$ cat src/aliquot_cycle_finder_core_assert.svh
// ----------------------------------------------------------------------------
// Aliquot cycle finder assertion macros
// Concurrent assertion wrappers; empty when SYNTHESIS is defined.
// ----------------------------------------------------------------------------
`ifndef ALIQUOT_CYCLE_FINDER_CORE_ASSERT_SVH
`define ALIQUOT_CYCLE_FINDER_CORE_ASSERT_SVH
`ifndef SYNTHESIS
// checked only out of reset
`define ACF_ASSERT(lbl, clk, rstn, prop, msg) \
	lbl: assert property (@(posedge clk) disable iff (!rstn) prop) else $error(msg);
// checked at every edge
`define ACF_ASSERT_ALWAYS(lbl, clk, prop, msg) \
	lbl: assert property (@(posedge clk) prop) else $error(msg);
`else
`define ACF_ASSERT(lbl, clk, rstn, prop, msg)
`define ACF_ASSERT_ALWAYS(lbl, clk, prop, msg)
`endif
`endif

$ cat src/acf_pkg.sv
// ----------------------------------------------------------------------------
// Aliquot cycle finder package
// Widths, reset values, codes and inter-module structs.
// ----------------------------------------------------------------------------
`default_nettype none

package acf_pkg;

	localparam int NUM_BITS_DEF = 40;
	// running value and divisor sum width
	localparam int VAL_W = 64;
	// trial divisor width: i*i <= value < 2**64 keeps i at or below 2**32
	localparam int DIV_W = 33;
	localparam int CNT_W = $clog2(VAL_W + 1);
	localparam int STEP_W = 8;
	localparam int LEN_W = 8;
	localparam int STAT_W = 2;
	localparam int REG_IDX_W = 1;

	localparam logic [STEP_W-1:0] MAX_STEPS_RST = 8'd61;
	localparam logic [VAL_W-1:0] OVF_LIMIT_RST = 64'd10000000003;

	typedef enum logic [STAT_W-1:0] {
		STATUS_NO_CYCLE = 2'd0,
		STATUS_OVERFLOW = 2'd1,
		STATUS_CYCLE    = 2'd2
	} status_t;

	typedef enum logic [REG_IDX_W-1:0] {
		REG_MAX_STEPS      = 1'b0,
		REG_OVERFLOW_LIMIT = 1'b1
	} reg_idx_t;

	// divider result
	typedef struct packed {
		logic             done;
		logic [VAL_W-1:0] quot;
		logic [DIV_W-1:0] rem;
	} div_res_t;

	// divisor-sum result
	typedef struct packed {
		logic             done;
		logic             sat;
		logic [VAL_W-1:0] sum;
	} ds_res_t;

endpackage

`default_nettype wire

$ cat src/acf_divider.sv
// ----------------------------------------------------------------------------
// Aliquot cycle finder divider
// Restoring bit-serial divider, one quotient bit per cycle.
// ----------------------------------------------------------------------------
`default_nettype none
`include "aliquot_cycle_finder_core_assert.svh"

module acf_divider (
	input  wire logic                      clk,
	input  wire logic                      arst_n,
	input  wire logic                      go,
	input  wire logic [acf_pkg::VAL_W-1:0] dividend,
	input  wire logic [acf_pkg::DIV_W-1:0] divisor,
	output acf_pkg::div_res_t              res
);

	localparam int VAL_W = acf_pkg::VAL_W;
	localparam int DIV_W = acf_pkg::DIV_W;
	localparam int CNT_W = acf_pkg::CNT_W;

	logic [DIV_W-1:0] rem_q;
	logic [VAL_W-1:0] work_q;     // dividend bits out, quotient bits in
	logic [DIV_W-1:0] divisor_q;
	logic [CNT_W-1:0] cnt_q;
	logic             busy_q;
	logic             done_q;

	logic [DIV_W:0] trial;
	logic [DIV_W:0] diff;
	logic           ge;

	assign trial = {rem_q, work_q[VAL_W-1]};
	assign ge    = trial >= {1'b0, divisor_q};
	assign diff  = trial - {1'b0, divisor_q};

	always_ff @(posedge clk or negedge arst_n) begin
		if (!arst_n) begin
			busy_q <= 1'b0;
			done_q <= 1'b0;
			cnt_q  <= '0;
		end else begin
			done_q <= 1'b0;
			if (go) begin
				busy_q <= 1'b1;
				cnt_q  <= CNT_W'(VAL_W);
			end else if (busy_q) begin
				cnt_q <= cnt_q - 1'b1;
				if (cnt_q == CNT_W'(1)) begin
					busy_q <= 1'b0;
					done_q <= 1'b1;
				end
			end
		end
	end

	always_ff @(posedge clk) begin
		if (go) begin
			rem_q     <= '0;
			work_q    <= dividend;
			divisor_q <= divisor;
		end else if (busy_q) begin
			rem_q  <= ge ? diff[DIV_W-1:0] : trial[DIV_W-1:0];
			work_q <= {work_q[VAL_W-2:0], ge};
		end
	end

	assign res.done = done_q;
	assign res.quot = work_q;
	assign res.rem  = rem_q;

	`ACF_ASSERT(a_done_after_busy, clk, arst_n, done_q |-> $past(busy_q), "divider done without run")
	`ACF_ASSERT(a_rem_below_divisor, clk, arst_n, done_q |-> (rem_q < divisor_q), "remainder too large")

endmodule

`default_nettype wire

$ cat src/acf_divsum.sv
// ----------------------------------------------------------------------------
// Aliquot cycle finder divisor sum
// Proper-divisor sum by trial division over the serial divider.
// ----------------------------------------------------------------------------
`default_nettype none
`include "aliquot_cycle_finder_core_assert.svh"

module acf_divsum (
	input  wire logic                      clk,
	input  wire logic                      arst_n,
	input  wire logic                      go,
	input  wire logic [acf_pkg::VAL_W-1:0] value,
	output acf_pkg::ds_res_t               res
);

	localparam int VAL_W = acf_pkg::VAL_W;
	localparam int DIV_W = acf_pkg::DIV_W;

	typedef enum logic [3:0] {
		DS_IDLE  = 4'b0001,
		DS_DIV   = 4'b0010,
		DS_ADD_I = 4'b0100,
		DS_ADD_Q = 4'b1000
	} ds_state_t;

	ds_state_t         state_q;
	logic [VAL_W-1:0]  value_q;
	logic [VAL_W-1:0]  sum_q;
	logic [VAL_W-1:0]  quot_q;
	logic [DIV_W-1:0]  i_q;
	logic              div_go_q;
	logic              done_q;
	logic              sat_q;

	acf_pkg::div_res_t div_res;
	logic [VAL_W:0]    add_i;
	logic [VAL_W:0]    add_q;
	logic [VAL_W-1:0]  i_ext;

	acf_divider u_div (
		.clk      (clk),
		.arst_n   (arst_n),
		.go       (div_go_q),
		.dividend (value_q),
		.divisor  (i_q),
		.res      (div_res)
	);

	assign i_ext = VAL_W'(i_q);
	assign add_i = {1'b0, sum_q} + {1'b0, i_ext};
	assign add_q = {1'b0, sum_q} + {1'b0, quot_q};

	always_ff @(posedge clk or negedge arst_n) begin
		if (!arst_n) begin
			state_q  <= DS_IDLE;
			div_go_q <= 1'b0;
			done_q   <= 1'b0;
		end else begin
			div_go_q <= 1'b0;
			done_q   <= 1'b0;
			case (state_q)
				DS_IDLE: begin
					if (go) begin
						div_go_q <= 1'b1;
						state_q  <= DS_DIV;
					end
				end
				DS_DIV: begin
					if (div_res.done) begin
						if (i_ext > div_res.quot) begin
							done_q  <= 1'b1;
							state_q <= DS_IDLE;
						end else if (div_res.rem == '0) begin
							state_q <= DS_ADD_I;
						end else begin
							div_go_q <= 1'b1;
						end
					end
				end
				DS_ADD_I: begin
					if (add_i[VAL_W]) begin
						done_q  <= 1'b1;
						state_q <= DS_IDLE;
					end else if (quot_q != i_ext) begin
						state_q <= DS_ADD_Q;
					end else begin
						div_go_q <= 1'b1;
						state_q  <= DS_DIV;
					end
				end
				DS_ADD_Q: begin
					if (add_q[VAL_W]) begin
						done_q  <= 1'b1;
						state_q <= DS_IDLE;
					end else begin
						div_go_q <= 1'b1;
						state_q  <= DS_DIV;
					end
				end
				default: state_q <= DS_IDLE;
			endcase
		end
	end

	always_ff @(posedge clk) begin
		case (state_q)
			DS_IDLE: begin
				if (go) begin
					value_q <= value;
					sum_q   <= VAL_W'(1);
					i_q     <= DIV_W'(2);
					sat_q   <= 1'b0;
				end
			end
			DS_DIV: begin
				if (div_res.done) begin
					quot_q <= div_res.quot;
					if (i_ext <= div_res.quot && div_res.rem != '0) begin
						i_q <= i_q + 1'b1;
					end
				end
			end
			DS_ADD_I: begin
				if (add_i[VAL_W]) begin
					sat_q <= 1'b1;
				end else begin
					sum_q <= add_i[VAL_W-1:0];
					if (quot_q == i_ext) begin
						i_q <= i_q + 1'b1;
					end
				end
			end
			DS_ADD_Q: begin
				if (add_q[VAL_W]) begin
					sat_q <= 1'b1;
				end else begin
					sum_q <= add_q[VAL_W-1:0];
					i_q   <= i_q + 1'b1;
				end
			end
			default: ;
		endcase
	end

	assign res.done = done_q;
	assign res.sat  = sat_q;
	assign res.sum  = sum_q;

	`ACF_ASSERT(a_sum_nonzero, clk, arst_n, (state_q != DS_IDLE) |-> (sum_q != '0), "divisor sum lost its unit term")

endmodule

`default_nettype wire

$ cat src/aliquot_cycle_finder_core.sv
// ----------------------------------------------------------------------------
// Aliquot cycle finder core
// Follows the aliquot sequence of a start number and reports its cycle.
// ----------------------------------------------------------------------------
// A transaction starts at a rising edge with start high and busy low;
// start_number is sampled there. The block then iterates the proper-divisor
// sum up to max_steps times and raises done for exactly one cycle with
// cycle_length, search_status and is_sociable valid in that cycle and held
// until the next start is accepted; the receiver cannot hold it off, so
// capture it then. Latency is data dependent: each trial divisor i = 2, 3,
// ... up to and including the first with i*i > value costs one pass of the
// bit-serial divider, plus state DS_ADD_I when i divides and DS_ADD_Q too
// when also value / i differs from i; one sum step on value v makes
// max(floor(sqrt(v)), 1) divider passes. With max_steps zero, done follows
// in the cycle after start. The user must write registers through
// cfg_write/cfg_index/cfg_data only while the block is idle; nothing enforces it.
// ----------------------------------------------------------------------------
`default_nettype none
`include "aliquot_cycle_finder_core_assert.svh"

module aliquot_cycle_finder_core #(
	parameter int NUM_BITS = acf_pkg::NUM_BITS_DEF
) (
	input  wire logic                          clk,
	input  wire logic                          arst_n,
	// command channel
	input  wire logic                          start,
	input  wire logic [NUM_BITS-1:0]           start_number,
	output logic                               busy,
	// result channel
	output logic                               done,
	output logic [acf_pkg::LEN_W-1:0]          cycle_length,
	output logic [acf_pkg::STAT_W-1:0]         search_status,
	output logic                               is_sociable,
	// configuration write port
	input  wire logic                          cfg_write,
	input  wire logic [acf_pkg::REG_IDX_W-1:0] cfg_index,
	input  wire logic [acf_pkg::VAL_W-1:0]     cfg_data
);

	localparam int VAL_W  = acf_pkg::VAL_W;
	localparam int STEP_W = acf_pkg::STEP_W;
	localparam int LEN_W  = acf_pkg::LEN_W;

	typedef enum logic [1:0] {
		ST_IDLE = 2'b01,
		ST_RUN  = 2'b10
	} top_state_t;

	top_state_t          state_q;
	logic [STEP_W-1:0]   max_steps_q;
	logic [VAL_W-1:0]    limit_q;
	logic [NUM_BITS-1:0] start_q;
	logic [VAL_W-1:0]    running_q;
	logic [STEP_W-1:0]   steps_q;     // sum steps finished so far
	logic                ds_go_q;
	logic                done_q;
	logic [LEN_W-1:0]    length_q;
	acf_pkg::status_t    status_q;
	logic                sociable_q;

	acf_pkg::ds_res_t    ds_res;
	logic [STEP_W-1:0]   steps_next;
	logic                hit;
	logic                over;
	logic                accept;

	// divisor-sum engine: one aliquot step per go pulse
	acf_divsum u_divsum (
		.clk    (clk),
		.arst_n (arst_n),
		.go     (ds_go_q),
		.value  (running_q),
		.res    (ds_res)
	);

	assign accept     = start && (state_q == ST_IDLE);
	assign steps_next = steps_q + 1'b1;
	// recurrence is tested first; a saturated sum never counts as recurrence
	assign hit        = !ds_res.sat && (ds_res.sum == VAL_W'(start_q));
	assign over       = ds_res.sat || (ds_res.sum > limit_q);

	// configuration registers
	always_ff @(posedge clk or negedge arst_n) begin
		if (!arst_n) begin
			max_steps_q <= acf_pkg::MAX_STEPS_RST;
			limit_q     <= acf_pkg::OVF_LIMIT_RST;
		end else if (cfg_write) begin
			case (acf_pkg::reg_idx_t'(cfg_index))
				acf_pkg::REG_MAX_STEPS:      max_steps_q <= cfg_data[STEP_W-1:0];
				acf_pkg::REG_OVERFLOW_LIMIT: limit_q     <= cfg_data;
				default: ;
			endcase
		end
	end

	// step sequencer
	always_ff @(posedge clk or negedge arst_n) begin
		if (!arst_n) begin
			state_q <= ST_IDLE;
			ds_go_q <= 1'b0;
			done_q  <= 1'b0;
		end else begin
			ds_go_q <= 1'b0;
			done_q  <= 1'b0;
			case (state_q)
				ST_IDLE: begin
					if (accept) begin
						if (max_steps_q == '0) begin
							done_q <= 1'b1;
						end else begin
							ds_go_q <= 1'b1;
							state_q <= ST_RUN;
						end
					end
				end
				ST_RUN: begin
					if (ds_res.done) begin
						if (hit || over || steps_next == max_steps_q) begin
							done_q  <= 1'b1;
							state_q <= ST_IDLE;
						end else begin
							ds_go_q <= 1'b1;
						end
					end
				end
				default: state_q <= ST_IDLE;
			endcase
		end
	end

	// transaction payload and result registers
	always_ff @(posedge clk) begin
		case (state_q)
			ST_IDLE: begin
				if (accept) begin
					start_q    <= start_number;
					running_q  <= VAL_W'(start_number);
					steps_q    <= '0;
					length_q   <= '0;
					status_q   <= acf_pkg::STATUS_NO_CYCLE;
					sociable_q <= 1'b0;
				end
			end
			ST_RUN: begin
				if (ds_res.done) begin
					steps_q   <= steps_next;
					running_q <= ds_res.sum;
					if (hit) begin
						length_q   <= LEN_W'(steps_next);
						status_q   <= acf_pkg::STATUS_CYCLE;
						sociable_q <= steps_next > STEP_W'(2);
					end else if (over) begin
						status_q <= acf_pkg::STATUS_OVERFLOW;
					end
				end
			end
			default: ;
		endcase
	end

	assign busy          = (state_q != ST_IDLE);
	assign done          = done_q;
	assign cycle_length  = length_q;
	assign search_status = status_q;
	assign is_sociable   = sociable_q;

	`ACF_ASSERT(a_cycle_has_length, clk, arst_n, (done_q && status_q == acf_pkg::STATUS_CYCLE) |-> (length_q != '0), "cycle reported with zero length")
	`ACF_ASSERT(a_sociable_needs_cycle, clk, arst_n, (done_q && sociable_q) |-> (status_q == acf_pkg::STATUS_CYCLE && length_q > LEN_W'(2)), "sociable flag without long cycle")
	`ACF_ASSERT(a_go_only_running, clk, arst_n, ds_go_q |-> (state_q == ST_RUN), "sum step launched while idle")

endmodule

`default_nettype wire
$ cat config.mk
export PLATFORM = sky130hd
export DESIGN_NAME = aliquot_cycle_finder_core
export DESIGN_NICKNAME = d
export VERILOG_FILES = /design/src/acf_pkg.sv /design/src/acf_divider.sv /design/src/acf_divsum.sv /design/src/aliquot_cycle_finder_core.sv
export VERILOG_INCLUDE_DIRS = /design/src /design/src/src
export SDC_FILE = /design/constraint.sdc
export NUM_CORES = 1
export LEC_CHECK = 0
export BUFFER_PORTS_ARGS = -buffer_cell sky130_fd_sc_hd__buf_2
export CAP_MARGIN = 40
export CORE_ASPECT_RATIO = 0.8
export CORE_MARGIN = 2
export CORE_UTILIZATION = 40
export CTS_BUF_LIST = sky130_fd_sc_hd__clkbuf_2 sky130_fd_sc_hd__clkbuf_4 sky130_fd_sc_hd__clkbuf_8
export DETAILED_ROUTE_END_ITERATION = 10
export GPL_ROUTABILITY_DRIVEN = 0
export PLACE_DENSITY = 0.63
export SKIP_LAST_GASP = 1
export SLEW_MARGIN = 25
export SYNTH_ARGS = -nofsm -noshare
export SYNTH_HDL_FRONTEND = slang
export SYNTH_SLANG_ARGS = --single-unit
$ cat constraint.sdc
create_clock -name clk -period 6 [get_ports clk]
set_input_delay 0.6 -clock clk [delete_from_list [all_inputs] [get_ports clk]]
set_output_delay 0.6 -clock clk [all_outputs]
set_load 0.005 [all_outputs]
==> results of run 1 <==
final cells by class:
type	count	area, um2	share of cell area (%)
antenna	1	2.50	0.00681
clock buffer	133	1610	4.37
clock inverter	42	389	1.06
inverter	181	681	1.85
multi-input combinational	2116	15200	41.5
sequential	570	16400	44.5
tap	1092	1370	3.72
timing repair buffer	167	1080	2.93
sequential cells by signal, indices dropped and copies added (netlist names), 2 cells and up:
register and flops:
limit_q 64, running_q 64, u_divsum.quot_q 64, u_divsum.sum_q 64, u_divsum.u_div.work_q 64, u_divsum.value_q 64, start_q 40, u_divsum.i_q 33
u_divsum.u_div.divisor_q 33, u_divsum.u_div.rem_q 33, cycle_length 8, max_steps_q 8, steps_q 8, u_divsum.u_div.cnt_q 7, u_divsum.state_q 4, search_status 2
state_q 2
path summary, 6_finish.rpt:
check                                              startpoint                             end  slack, ps  cells past startpoint
worst max-delay path            u_divsum.i_q[0]$_SDFFCE_PN0P_    u_divsum.sum_q[23]$_DFFE_PP_       1300                     14
worst min-delay path                         start_number[37]           start_q[37]$_DFFE_PP_         80                      1
worst max register to register  u_divsum.i_q[0]$_SDFFCE_PN0P_    u_divsum.sum_q[23]$_DFFE_PP_       1300                     14
worst min register to register    running_q[56]$_SDFFCE_PN0P_  u_divsum.value_q[56]$_DFFE_PP_        420                      0
max in group asynchronous                              arst_n         limit_q[28]$_DFFE_PN1P_       4590                      4
min in group asynchronous                              arst_n         limit_q[57]$_DFFE_PN0P_        340                      2
repair_timing:
action	CTS	global route
hold endpoints to repair	19	0
hold buffers	1	0
setup buffers	0	0
setup endpoints to repair	0	0
report_power, final:
part	internal (mW)	total [mW]	switching [mW]
sequential	5.97	6.95	0.981
combinational	2.63	6.59	3.96
clock	2.01	3.68	1.68
through the flow:
step	power (mW)	hold WS [ps]	util [%]	instance area, um2	std cells
2_1_floorplan	11.3	304	-	32600	2968
3_3_place_gp	13.3	400	42.7	34500	4106
3_5_place_dp	13.4	405	42.9	34600	4116
4_1_cts	17.2	22.2	45.4	36600	4292
5_1_grt	18.3	43.3	45.5	36700	4302
6_report	17.2	84.8	45.5	36700	4302
layer usage:
layer / part of all wire (%) / vias to the layer above / track usage (%)
met2: 38 / 1002 / 28.8
met3: 12 / 168 / 8.70
li1: - / 11382 / -
met5: 0.25 / - / 1.94
met1: 47 / 11657 / 33.7
met4: 2.9 / 4 / 7.36
synthesized netlist by cell type, drive strengths merged, types with 96 or more instances:
cell and number:
a21oi 200, o21ai 132, ha 234, xor2 124
clkbuf 96, mux2 143, edfxtp 446, inv 181
xnor2 135, nand2 182, nor2 205, a21o 110
cells by family after synthesis:
family	count (synthesis)	synth area share [%]
AND/OR/NAND/NOR	768	11.6
AO/OA/AOI/OAI	700	13.7
flip-flops	570	50.2
buffers and inverters	282	3.25
XOR/XNOR	259	6.96
adder cells (fa/ha/maj)	237	9.16
multiplexers	152	5.21
placed cells by master, fill, tap and decap left out, drive strengths merged, types with 19 or more instances in the layout:
cell    instances
dfrtp          71
edfxtp        446
ha            234
clkbuf        136
nor4           49
a211oi         50
and3           33
nand2         182
xor2          124
a21oi         200
dfxtp          33
nor2          205
nand2b         19
xnor2         135
and2           35
inv           185
nand4          73
mux2          143
o21bai         20
a31oi          20
buf           161
clkinv         30
nand3          68
nor3           39
o21ai         132
a21o          110
o22ai          61
dfstp          20
==> impl_metrics.tcl, run 1 <==
set metrics [dict create \
    hold_path.class "in -> reg" \
    grt_first_pass_wirelength_mm 141 \
    slew_violations 0 \
    port_buffers 121 \
    avgSynthCellArea_um2 11.0 \
    period_minus_slack_ps 4700 \
    maxCapViolations 0 \
    dpl.hpwl_mm 70.5 \
    num-fill-cells 7470 \
    status "complete, no violations" \
    layout-drive-gt1-share_pct 16.3 \
    die-height_um 259 \
    crit_type "reg -> reg" \
    core-area_mm2 0.0806 \
    dpl_worst_slack_ps 1400 \
    cts_buffers 93 \
    timing.critical_path.buf_inv 2 \
    start_util_pct 40.4 \
    h-tree-depth 3 \
    synth_edf_count 446 \
    dieArea_mm2 0.0838 \
    path_max_fanout 40 \
    clock-skew-final_ps 38.2 \
    ys_ff_latch 570 \
    antenna_found_initial 2 \
    power_density_mw_per_mm2 469 \
    async_flop_share_pct 16.0 \
    ys_warn_count 0 \
    path_common_cell "o2111ai_1" \
    cts_resized 0 \
    cts_tree "built" \
    tns_ps 0 \
    path_delay_family "compound AO/OA/AOI/OAI gates" \
    viasPerCell 5.63 \
    crit_required_ps 6460 \
    drtIter0Drc 2526 \
    max_clock_freq_ghz 0.213 \
    grt_overflow 0 \
    cts_sinks 570 \
    postSynthCellCount 2968 \
    syn_nets 3314 \
    io_pins 122 \
    synth_ff_type "edfxtp_1" \
    relSlewSlack_pct 34.8 \
    worst_setup_path_start_kind "register" \
    tightest_slew_ps 967 \
    grt_max_degree 73 \
    path_cells "ha_1 > inv_1 > fa_1 > and2b_1 > o2111ai_1 > nand4b_1 > o2111ai_1 > a2111o_1 > a211o_1 > a21o_2 > nor3_1 > a22oi_1 > and2_4 > buf_4" \
    layout_setup_ws_ps 1300 \
    ys_types 83 \
    grt_pass1_vias 22726 \
    wirelength_mm 94.8 \
    yosysTopAreaCell "edfxtp_1" \
    p_leak_nw 14.5 \
    ant_nets 0 \
    drc_errors 0 \
    clkTransAtPathRegs_ps 70 \
    arrival_ps 5160 \
    row_count 93 \
    syn_to_final_growth_pct 12.6 \
    cts_buffer_depth 3 \
    crit_path_max_incr_delay_ps 530 \
    cts_root_buffer "clkbuf_8" \
    dr.pass1.iters 6 \
    peakVddDrop_uv 283 \
    insertion_delay_ps 740 \
    crit_slowest_cell "a2111o_1" \
    syn-cell-area_mm2 0.0326 \
    yosysSeqAreaShare_pct 50.2 \
    synth_top_area_share_pct 41.1 \
    nets 3475 \
    setup_viol 0 \
    rsz0062_at_grt "no" \
    vias 24213 \
    endpoint_kind "register" \
    wl_per_cell_um 22.0 \
    period_share_pct 78.3 \
    die_x_um 323 \
    synthTopCellsByArea "edfxtp_1 (41%), ha_1 (9.0%), dfrtp_1 (5.4%), mux2_2 (4.9%), xnor2_1 (3.6%)" \
    grt.total_usage_pct 22.5 \
    finalHoldViolations 0 \
]
Power figures use the tool's default switching activity.
==> run 2, diff against run 1 <==
==> constraint.sdc (replaced) <==
create_clock -name clk -period 4.6 [get_ports clk]
set_input_delay 0.46 -clock clk [delete_from_list [all_inputs] [get_ports clk]]
set_output_delay 0.46 -clock clk [all_outputs]
set_load 0.005 [all_outputs]
==> impl_metrics.tcl, run 2 (synthesis results as in run 1) <==
set metrics [dict create \
    final_common_cell "edfxtp_1" \
    cts-hold-fix-buffers 103 \
    crit_required_ps 4980 \
    start_util_pct 40.4 \
    endpoint_kind "register" \
    io_pins 122 \
    layout_common_cells "edfxtp_1 (446), ha_1 (233), nor2_1 (203)" \
    seqPwrFrac_pct 39.6 \
    post_cts_buffers 0 \
    status "complete, no violations" \
    grt_pass1_vias 23229 \
    dieArea_mm2 0.0838 \
    dr.pass1.iters 6 \
    cts_tree "built" \
    wl_per_cell_um 21.7 \
    cts_root_buffer "clkbuf_8" \
    rsz0062_at_grt "no" \
    switching_share_pct 38.0 \
    die-height_um 259 \
    finalHoldViolations 0 \
    switching_power_mw 8.67 \
    num-fill-cells 7416 \
    antenna_found_initial 4 \
    insertion_delay_ps 730 \
    hold_depth 1 \
    viasPerCell 5.59 \
    relSlewSlack_pct 36.2 \
    grt_overflow 0 \
    power_density_mw_per_mm2 601 \
    wirelength_mm 96.1 \
    grt_first_pass_wirelength_mm 144 \
    drtIter0Drc 2396 \
    syn_to_final_growth_pct 16.5 \
    crit_type "reg -> reg" \
    p_leak_nw 15.1 \
    dpl.hpwl_mm 70.9 \
    max_clock_freq_ghz 0.231 \
    clkTransAtPathRegs_ps 60 \
    row_count 93 \
    die_x_um 323 \
    ant_nets 0 \
    layout-drive-gt1-share_pct 16.3 \
    grt.total_usage_pct 22.6 \
    layout_setup_ws_ps 271 \
    setup_viol 0 \
    h-tree-depth 3 \
    tightest_slew_ps 949 \
    tns_ps 0 \
    grt_max_degree 146 \
    dpl_worst_slack_ps 395 \
    period_minus_slack_ps 4330 \
    worst_setup_path_start_kind "register" \
    cts_buffer_depth 3 \
    period_share_pct 94.1 \
    p_clk_share_pct 21.9 \
    power_frac_comb_pct 38.5 \
    maxCapViolations 0 \
    path_max_fanout 33 \
    port_buffers 121 \
    nets 3593 \
    arrival_ps 4710 \
    peakVddDrop_uv 320 \
    drc_errors 0 \
    cts_resized 0 \
    vias 24692 \
    cts_buffers 92 \
    cts_sinks 570 \
    core-area_mm2 0.0806 \
    power.internal_mw 14.1 \
    hold_path.class "in -> reg" \
    reg2regPathDepth 14 \
    clock-skew-final_ps 47.5 \
    slew_violations 0 \
]
-- run 2: routing by layer --
layer / part of all wire [%] / GRT usage, % / vias to the layer above
li1: - / - / 11631
met1: 47 / 34.4 / 11849
met2: 39 / 30.8 / 1066
met3: 11 / 7.51 / 144
met4: 2.0 / 4.81 / 2
met5: 0.014 / 0 / -
-- run 2: final timing paths --
path / startpoint / end / slack, ps
setup / recovery: u_divsum.i_q[0]$_SDFFCE_PN0P_ / u_divsum.i_q[30]$_SDFFCE_PN0P_ / 270
hold / removal: start_number[22] / start_q[22]$_DFFE_PP_ / 70
setup reg to reg: u_divsum.i_q[0]$_SDFFCE_PN0P_ / u_divsum.i_q[30]$_SDFFCE_PN0P_ / 270
hold reg to reg: running_q[59]$_SDFFCE_PN0P_ / u_divsum.value_q[59]$_DFFE_PP_ / 410
max in group asynchronous: arst_n / limit_q[29]$_DFFE_PN0P_ / 3180
min in group asynchronous: arst_n / limit_q[57]$_DFFE_PN0P_ / 310
-- run 2: worst max-delay path, cell delays in order, from the launching register on --
cell and delay (ps):
edfxtp_1 370, ha_1 210, inv_1 60, fa_1 400, and2b_1 240, o2111ai_1 150
nand4b_1 170, o2111ai_1 250, a2111o_1 530, a211o_1 390, a21o_2 310, o31ai_4 290
o221a_2 250, nand2_1 60, buf_4 270
-- run 2: final cells by class --
cell class	count	area, um2	area share [%]
Clock buffer	123	1520	4.01
Antenna cell	2	5.00	0.0132
Clock inverter	50	539	1.42
Timing Repair Buffer	286	2250	5.94
Inverter	181	681	1.79
Multi-Input combinational cell	2116	15200	40.1
Tap cell	1092	1370	3.60
Sequential cell	570	16400	43.1
-- run 2: power by group through the flow --
stage	Sequential [mW]	Clock, mW	Combinational [mW]
global route	9.21	5.32	9.70
finish	9.04	4.99	8.78
global placement	9.06	0	8.38
detailed placement	9.10	0	8.48
CTS	9.02	5.09	8.62
floorplan	8.63	0	6.15
-- run 2: stage by stage --
stage          power, mW  util (%)  instance area, um2  hold slack, ps  std cells
6_report            22.8      47.1               38000            73.4       4420
5_1_grt             24.2      47.1               38000            25.5       4419
4_1_cts             22.7      47.0               37900            10.1       4413
3_5_place_dp        17.6      43.1               34800             405       4137
3_3_place_gp        17.4      43.0               34700             400       4132
2_1_floorplan       14.8         -               32600             164       2968
